## config.mk

```make
export PLATFORM = sky130hd
export DESIGN_NAME = sbus_frame_decoder
export DESIGN_NICKNAME = d
export VERILOG_FILES = /design/src/sbusfd_pkg.sv /design/src/sbusfd_store.sv /design/src/sbus_frame_decoder.sv
export SDC_FILE = /design/constraint.sdc
export NUM_CORES = 1
export LEC_CHECK = 0
export BUFFER_PORTS_ARGS = -buffer_cell sky130_fd_sc_hd__buf_2
export CAP_MARGIN = 15
export CORE_AREA = 2 2 172 174
export DETAILED_ROUTE_END_ITERATION = 12
export DIE_AREA = 0 0 174 176
export PLACE_DENSITY = 0.61
export SYNTH_ARGS = -nofsm -noshare
export SYNTH_HDL_FRONTEND = slang
export SYNTH_SLANG_ARGS = --single-unit
export TNS_END_PERCENT = 50
```

## constraint.sdc

```tcl
create_clock -name clk -period 2.6 [get_ports clk]
set_input_delay 0.13 -clock clk [delete_from_list [all_inputs] [get_ports clk]]
set_output_delay 0.13 -clock clk [all_outputs]
set_load 0.01 [all_outputs]
```

## src/sbusfd_pkg.sv

```systemverilog
// shared types and constants for the sbus frame decoder
// no dependencies
package sbusfd_pkg;

  localparam int ANALOG_CHANNELS_DEF = 16;
  localparam int CHANNEL_BITS_DEF    = 11;
  localparam int FRAME_BYTES_DEF     = 25;

  localparam int BYTE_W  = 8;
  localparam int VALUE_W = 11;
  localparam int INDEX_W = 5;
  localparam int TDATA_W = 16;
  localparam int CFG_W   = 8;
  localparam int CFG_IDX_W = 1;

  localparam logic [CFG_IDX_W-1:0] REG_HEADER = 1'd0;
  localparam logic [CFG_IDX_W-1:0] REG_FOOTER = 1'd1;

  localparam logic [BYTE_W-1:0]  HEADER_RST = 8'h0F;
  localparam logic [BYTE_W-1:0]  FOOTER_RST = 8'h00;
  localparam logic [VALUE_W-1:0] DIGITAL_ON = 11'h7FF;

  typedef enum logic [2:0] {
    ST_IDLE,
    ST_PACK_RD,
    ST_PACK_WR,
    ST_PACK_SPILL,
    ST_DIG_LO,
    ST_DIG_HI,
    ST_EMIT_RD,
    ST_EMIT_WR
  } state_t;

endpackage

```

## src/sbusfd_store.sv

```systemverilog
// channel store: one synchronous memory, one write and one read port
// per-entry valid bits make an unwritten entry read as zero; uses sbusfd_pkg
module sbusfd_store import sbusfd_pkg::*; #(
  parameter int DEPTH  = ANALOG_CHANNELS_DEF + 2,
  parameter int ADDR_W = $clog2(ANALOG_CHANNELS_DEF + 2)
) (
  input  logic               clk,
  input  logic               rst,
  input  logic               clr,
  input  logic               we,
  input  logic [ADDR_W-1:0]  waddr,
  input  logic [VALUE_W-1:0] wdata,
  input  logic [ADDR_W-1:0]  raddr,
  output logic [VALUE_W-1:0] rdata
);

  logic [VALUE_W-1:0] mem [DEPTH];
  logic [DEPTH-1:0]   vld;
  logic [VALUE_W-1:0] rd_q;
  logic               rd_vld;

  always_ff @(posedge clk) begin
    if (we) begin
      mem[waddr] <= wdata;
    end
    rd_q <= mem[raddr];
  end

  always_ff @(posedge clk) begin
    if (rst || clr) begin
      vld    <= '0;
      rd_vld <= 1'b0;
    end else begin
      rd_vld <= vld[raddr];
      if (we) begin
        vld[waddr] <= 1'b1;
      end
    end
  end

  assign rdata = rd_vld ? rd_q : '0;

endmodule

```

## src/sbus_frame_decoder.sv

```systemverilog
// sbus frame decoder top level: byte sequencer around the channel store
// depends on sbusfd_pkg and sbusfd_store
//
// usage:
//   s_* takes received bytes, one per transfer. outside a frame a byte equal
//   to the header register opens a frame and clears the channel store; later
//   bytes are packed lsb first into the proportional channels, the byte before
//   last sets the two digital channels, and a final byte equal to the footer
//   register sends all channels on m_* as one run, tlast on the final one.
//   a wrong final byte drops the frame.
//   cfg_wen/cfg_index/cfg_data write header (0) and footer (1); writing them
//   only while idle is up to the user, as the decoder has no check for it.
// steps:
//   header and ignored bytes need only idle; a data byte adds a store read, a
//   modify/write and, on a spill, a write into the next channel; the digital byte
//   sets both digital channels; a good footer reads and loads each channel in turn.
// reset: registers return to 0x0F/0x00 and the decoder waits for a header.
// stall: a low m_tready holds the run; bytes are taken again once the last
//   channel sits in the output register.
module sbus_frame_decoder import sbusfd_pkg::*; #(
  parameter int ANALOG_CHANNELS = ANALOG_CHANNELS_DEF,
  parameter int CHANNEL_BITS    = CHANNEL_BITS_DEF,
  parameter int FRAME_BYTES     = FRAME_BYTES_DEF
) (
  input  logic                 clk,
  input  logic                 rst,
  input  logic                 s_tvalid,
  output logic                 s_tready,
  input  logic [BYTE_W-1:0]    s_tdata,   // [7:0] rx_byte
  output logic                 m_tvalid,
  input  logic                 m_tready,
  output logic [TDATA_W-1:0]   m_tdata,   // [4:0] channel_index, [15:5] channel_value
  output logic                 m_tlast,   // last_channel
  input  logic                 cfg_wen,
  input  logic [CFG_IDX_W-1:0] cfg_index,
  input  logic [CFG_W-1:0]     cfg_data
);

  localparam int ALL_CHANNELS = ANALOG_CHANNELS + 2;
  localparam int ADDR_W = $clog2(ALL_CHANNELS);
  localparam int POS_W  = $clog2(FRAME_BYTES);
  localparam int SH_W   = $clog2(CHANNEL_BITS);
  localparam int SUM_W  = SH_W + 1;
  localparam int SHF_W  = CHANNEL_BITS + BYTE_W;

  state_t state, state_next;

  logic [POS_W-1:0]   pos;
  logic [ADDR_W-1:0]  ch;
  logic [SH_W-1:0]    sh;
  logic [ADDR_W-1:0]  k;
  logic [BYTE_W-1:0]  byte_q;
  logic [VALUE_W-1:0] spill_q;
  logic [BYTE_W-1:0]  header_q;
  logic [BYTE_W-1:0]  footer_q;

  logic               in_fire;
  logic               out_free;
  logic               pos_data;
  logic               pos_dig;
  logic               hdr_hit;
  logic               ch_live;
  logic               wrap;
  logic               spill_go;
  logic [SUM_W-1:0]   sum;
  logic [SHF_W-1:0]   shifted;

  logic               mem_clr;
  logic               mem_we;
  logic [ADDR_W-1:0]  mem_waddr;
  logic [VALUE_W-1:0] mem_wdata;
  logic [ADDR_W-1:0]  mem_raddr;
  logic [VALUE_W-1:0] mem_rdata;
  logic               emit_load;

  sbusfd_store #(
    .DEPTH  (ALL_CHANNELS),
    .ADDR_W (ADDR_W)
  ) u_store (
    .clk   (clk),
    .rst   (rst),
    .clr   (mem_clr),
    .we    (mem_we),
    .waddr (mem_waddr),
    .wdata (mem_wdata),
    .raddr (mem_raddr),
    .rdata (mem_rdata)
  );

  assign s_tready = (state == ST_IDLE);
  assign in_fire  = s_tvalid && s_tready;
  assign out_free = !m_tvalid || m_tready;
  assign pos_data = (pos != '0) && (pos < POS_W'(FRAME_BYTES - 2));
  assign pos_dig  = (pos == POS_W'(FRAME_BYTES - 2));
  assign hdr_hit  = (pos == '0) && (s_tdata == header_q);

  assign shifted  = SHF_W'(byte_q) << sh;
  assign sum      = SUM_W'(sh) + SUM_W'(BYTE_W);
  assign wrap     = (sum >= SUM_W'(CHANNEL_BITS));
  assign ch_live  = (ch < ADDR_W'(ANALOG_CHANNELS));
  assign spill_go = (sum > SUM_W'(CHANNEL_BITS)) && (ch < ADDR_W'(ANALOG_CHANNELS - 1));

  // next state
  always_comb begin
    state_next = state;
    case (state)
      ST_IDLE: begin
        if (in_fire && (pos != '0)) begin
          if (pos_data) begin
            state_next = ST_PACK_RD;
          end else if (pos_dig) begin
            state_next = ST_DIG_LO;
          end else if (s_tdata == footer_q) begin
            state_next = ST_EMIT_RD;
          end
        end
      end
      ST_PACK_RD:    state_next = ST_PACK_WR;
      ST_PACK_WR:    state_next = spill_go ? ST_PACK_SPILL : ST_IDLE;
      ST_PACK_SPILL: state_next = ST_IDLE;
      ST_DIG_LO:     state_next = ST_DIG_HI;
      ST_DIG_HI:     state_next = ST_IDLE;
      ST_EMIT_RD:    state_next = ST_EMIT_WR;
      ST_EMIT_WR: begin
        if (out_free) begin
          state_next = (k == ADDR_W'(ALL_CHANNELS - 1)) ? ST_IDLE : ST_EMIT_RD;
        end
      end
      default:       state_next = ST_IDLE;
    endcase
  end

  // store access and output load
  always_comb begin
    mem_clr   = 1'b0;
    mem_we    = 1'b0;
    mem_waddr = ch;
    mem_wdata = '0;
    mem_raddr = ch;
    emit_load = 1'b0;
    case (state)
      ST_IDLE: begin
        mem_clr = in_fire && hdr_hit;
      end
      ST_PACK_WR: begin
        mem_we    = ch_live;
        mem_wdata = mem_rdata | VALUE_W'(shifted[CHANNEL_BITS-1:0]);
      end
      ST_PACK_SPILL: begin
        mem_we    = 1'b1;
        mem_wdata = spill_q;
      end
      ST_DIG_LO: begin
        mem_we    = 1'b1;
        mem_waddr = ADDR_W'(ANALOG_CHANNELS);
        mem_wdata = byte_q[0] ? DIGITAL_ON : '0;
      end
      ST_DIG_HI: begin
        mem_we    = 1'b1;
        mem_waddr = ADDR_W'(ANALOG_CHANNELS + 1);
        mem_wdata = byte_q[1] ? DIGITAL_ON : '0;
      end
      ST_EMIT_RD: begin
        mem_raddr = k;
      end
      ST_EMIT_WR: begin
        mem_raddr = k;
        emit_load = out_free;
      end
      default: begin
        mem_we = 1'b0;
      end
    endcase
  end

  always_ff @(posedge clk) begin
    if (rst) begin
      state    <= ST_IDLE;
      pos      <= '0;
      ch       <= '0;
      sh       <= '0;
      k        <= '0;
      header_q <= HEADER_RST;
      footer_q <= FOOTER_RST;
      m_tvalid <= 1'b0;
    end else begin
      state <= state_next;
      if (cfg_wen) begin
        case (cfg_index)
          REG_HEADER: header_q <= cfg_data;
          REG_FOOTER: footer_q <= cfg_data;
          default:    header_q <= header_q;
        endcase
      end
      if (m_tvalid && m_tready) begin
        m_tvalid <= 1'b0;
      end
      if (emit_load) begin
        m_tvalid <= 1'b1;
      end
      case (state)
        ST_IDLE: begin
          if (in_fire) begin
            if (pos == '0) begin
              if (hdr_hit) begin
                pos <= POS_W'(1);
                ch  <= '0;
                sh  <= '0;
              end
            end else if (pos_data || pos_dig) begin
              pos <= pos + POS_W'(1);
            end else begin
              pos <= '0;
              ch  <= '0;
              sh  <= '0;
              k   <= '0;
            end
          end
        end
        ST_PACK_WR: begin
          if (wrap) begin
            sh <= SH_W'(sum - SUM_W'(CHANNEL_BITS));
            if (ch_live) begin
              ch <= ch + ADDR_W'(1);
            end
          end else begin
            sh <= SH_W'(sum);
          end
        end
        ST_EMIT_WR: begin
          if (out_free) begin
            k <= k + ADDR_W'(1);
          end
        end
        default: begin
          k <= k;
        end
      endcase
    end
  end

  // payload registers
  always_ff @(posedge clk) begin
    if (in_fire) begin
      byte_q <= s_tdata;
    end
    if (state == ST_PACK_WR) begin
      spill_q <= VALUE_W'(shifted[SHF_W-1:CHANNEL_BITS]);
    end
    if (emit_load) begin
      m_tdata <= {mem_rdata, INDEX_W'(k)};
      m_tlast <= (k == ADDR_W'(ALL_CHANNELS - 1));
    end
  end

endmodule

```

==> qor.yml <==
fin_worst_skew_ps: 19.3
clk_pin_slew_worst_paths_ps: 60
synth_edf_count: 231
setup_viol: 0
grt_pass1_vias: 8057
synth.yosys.seq_area_share: 0.668
firstDrtPassIters: 5
clock-root-buffer: "clkbuf_16"
ys_ff_latch: 300
final_common_cell: "edfxtp_1"
fin_crit_ps: 2400
postRouteAntennaNets: 0
tns_ps: 0
timing.final.max_slew_violations: 0
fillers: 2487
placed_area_mm2: 0.0136
gp_congestion: 0.870
portBuffers: 40
drive_gt1_frac: 0.188
overflow: 0
max-slew-margin-rel: 0.443
yosys.area_share.xor_xnor: 0.0162
ff2ff_setup_slack_ps: 200
critPathRequiredTime_ps: 3050
dieArea_mm2: 0.0306
path_class: "register to register"
synth.net_count: 1001
yosysWarnings: 0
first_iter_violations: 693
die_w_um: 174
drc: 0
start_kind: "register"
grt_max_degree: 38
place_ws_ps: -0.628
vias: 8277
viasPerCell: 5.51
timing.rr.start: "state[1]"
io_pins: 41
synthAdderAreaFrac: 0.00603
htree_levels: 1
synthSimpleGateAreaFrac: 0.125
clk_latency_ps: 580
avgSynthCellArea_um2: 12.8
mostFrequentLayoutCells: "edfxtp_1 (231), nand2_1 (157), nor2_1 (85), buf_4 (74), dfxtp_1 (69)"
rows: 62
core_mm2: 0.0285
end_kind: "register"
cts_sinks: 300
setup_ws_ps: 202
rr_worst_depth: 7
synth.distinct_cells: 56
start_util: 0.436
crit_arrival_ps: 2850
grt_antenna_before_repair: 0
hold_path_end: "k[1]"
hold_path_class: "primary input to register"
cts_buffer_depth: 3
ir_drop_uv: 526
max_freq_ghz: 0.417
post_cts.repair.setup_buffers: 0
critPathMaxFanout: 28
synthMuxAreaShare: 0.0774
chipHeight_um: 176
grt_usage: 0.200
rsz0062_at_grt: "no"
grt_first_pass_wirelength_um: 47100
place_hpwl_um: 19900
synthCells: 973
drv_cap: 0
antennaDiodeCount: 0
fin_cells: 1502
placed_cells: 1422
synth_ff_type: "edfxtp_1"
fin_crit_sh: 0.922
hp-start: "rst"
synth_compound_area_frac: 0.0853
synth_top_family_by_area: "simple AND/OR/NAND/NOR gates"
wire_per_inst_um: 20.0
leakage_nw: 5.32
worstReg2RegEnd: "u_store.rd_vld"
hold_viol: 0
syn_to_final_growth_pct: 19.3
worstMarginPinSlew_ps: 831
syn_area_mm2: 0.0125
status: "complete, no violations"
power.density_mw_per_mm2: 740
cts_tree: "yes"
fin_nets: 1121
drt_wl_total_um: 30100
final_area_mm2: 0.0149
synthArstFlopShare: 0
hold_path_depth: 2
cts_buffers: 31
## cells by family after synthesis
family                   after synthesis
buffers and inverters                 66
multiplexers                          66
XOR/XNOR                              23
AO/OA/AOI/OAI                        166
flip-flops                           300
adder cells (fa/ha/maj)                6
AND/OR/NAND/NOR                      346
## layer usage
layer  share of wire  GRT usage  vias up
met5               0          0        -
met2            0.47      0.323      213
met3           0.050     0.0291       46
met4           0.028     0.0581        0
li1                -          -     3854
met1            0.46      0.282     4164
## per-stage QoR
step | power, W | utilization | hold slack [ps]
2_1_floorplan | 0.00615 | - | 229
3_3_place_gp | 0.00654 | 0.475 | 368
3_5_place_dp | 0.00656 | 0.475 | 371
4_1_cts | 0.0111 | 0.520 | 64.0
5_1_grt | 0.0114 | 0.520 | 119
6_report | 0.0110 | 0.520 | 77.5
## how the worst max path moves through the flow
stage / start / to / depth (start not counted)
finish: state[1] / u_store.rd_vld / 7
global route: sh[1] / u_store.mem[3][6] / 8
detailed placement: sh[0] / u_store.mem[3][4] / 6
global placement: sh[0] / u_store.mem[6][9] / 6
floorplan: sh[1] / u_store.mem[0][7] / 8
CTS: sh[0] / u_store.mem[5][5] / 6
## power by group
group	switching, W	internal, W
sequential	0.0000728	0.00545
clock	0.00187	0.00264
combinational	0.000622	0.000339
total	0.00256	0.00843
## layout make-up
cell class | count | area [um^2] | area share
clock inverters | 20 | 200 | 0.0135
inverters | 13 | 48.8 | 0.00328
well taps | 384 | 480 | 0.0323
flip-flops and latches | 300 | 8320 | 0.560
multi-input cells | 607 | 3900 | 0.263
clock buffers | 38 | 852 | 0.0574
repair buffers | 140 | 1060 | 0.0711
## state kept, by name (all words and copies together) (netlist names), 8 cells and up
register	count
u_store.rd_q	11
header_q	8
spill_q	8
u_store.mem	198
byte_q	8
footer_q	8
u_store.vld	18
m_tdata	16
## synthesized netlist by cell type, types with 10 or more instances
library cell	number	area, um^2
mux2i_1	35	350
nand2_1	157	589
o21a_1	19	143
nand3_1	25	125
o21ai_1	12	60.1
dfxtp_1	69	1380
nand3b_1	11	82.6
o2111ai_1	19	166
edfxtp_1	231	6940
inv_1	13	48.8
nor2_1	85	319
and2_1	13	81.3
nor3_1	16	80.1
xnor2_1	10	87.6
mux4_2	23	518
xor2_1	13	114
a32oi_1	10	87.6
clkbuf_1	39	146
a21oi_1	58	290
o21ai_0	19	95.1
## what timing repair did
item                                    in CTS  in global routing
hold buffers                                22                  0
endpoints found under the hold margin       26                  0
endpoints found under the setup margin      31                 36
resized for setup                            2                  2
## critical path, cell delays in order, from the launching register on
cell	delay, ps
dfxtp_1	350
and2_1	290
buf_4	180
mux2_4	440
mux4_2	570
nand2_1	80
a21oi_1	70
o31a_1	290
No activity file was read; power rests on OpenSTA's default activity.
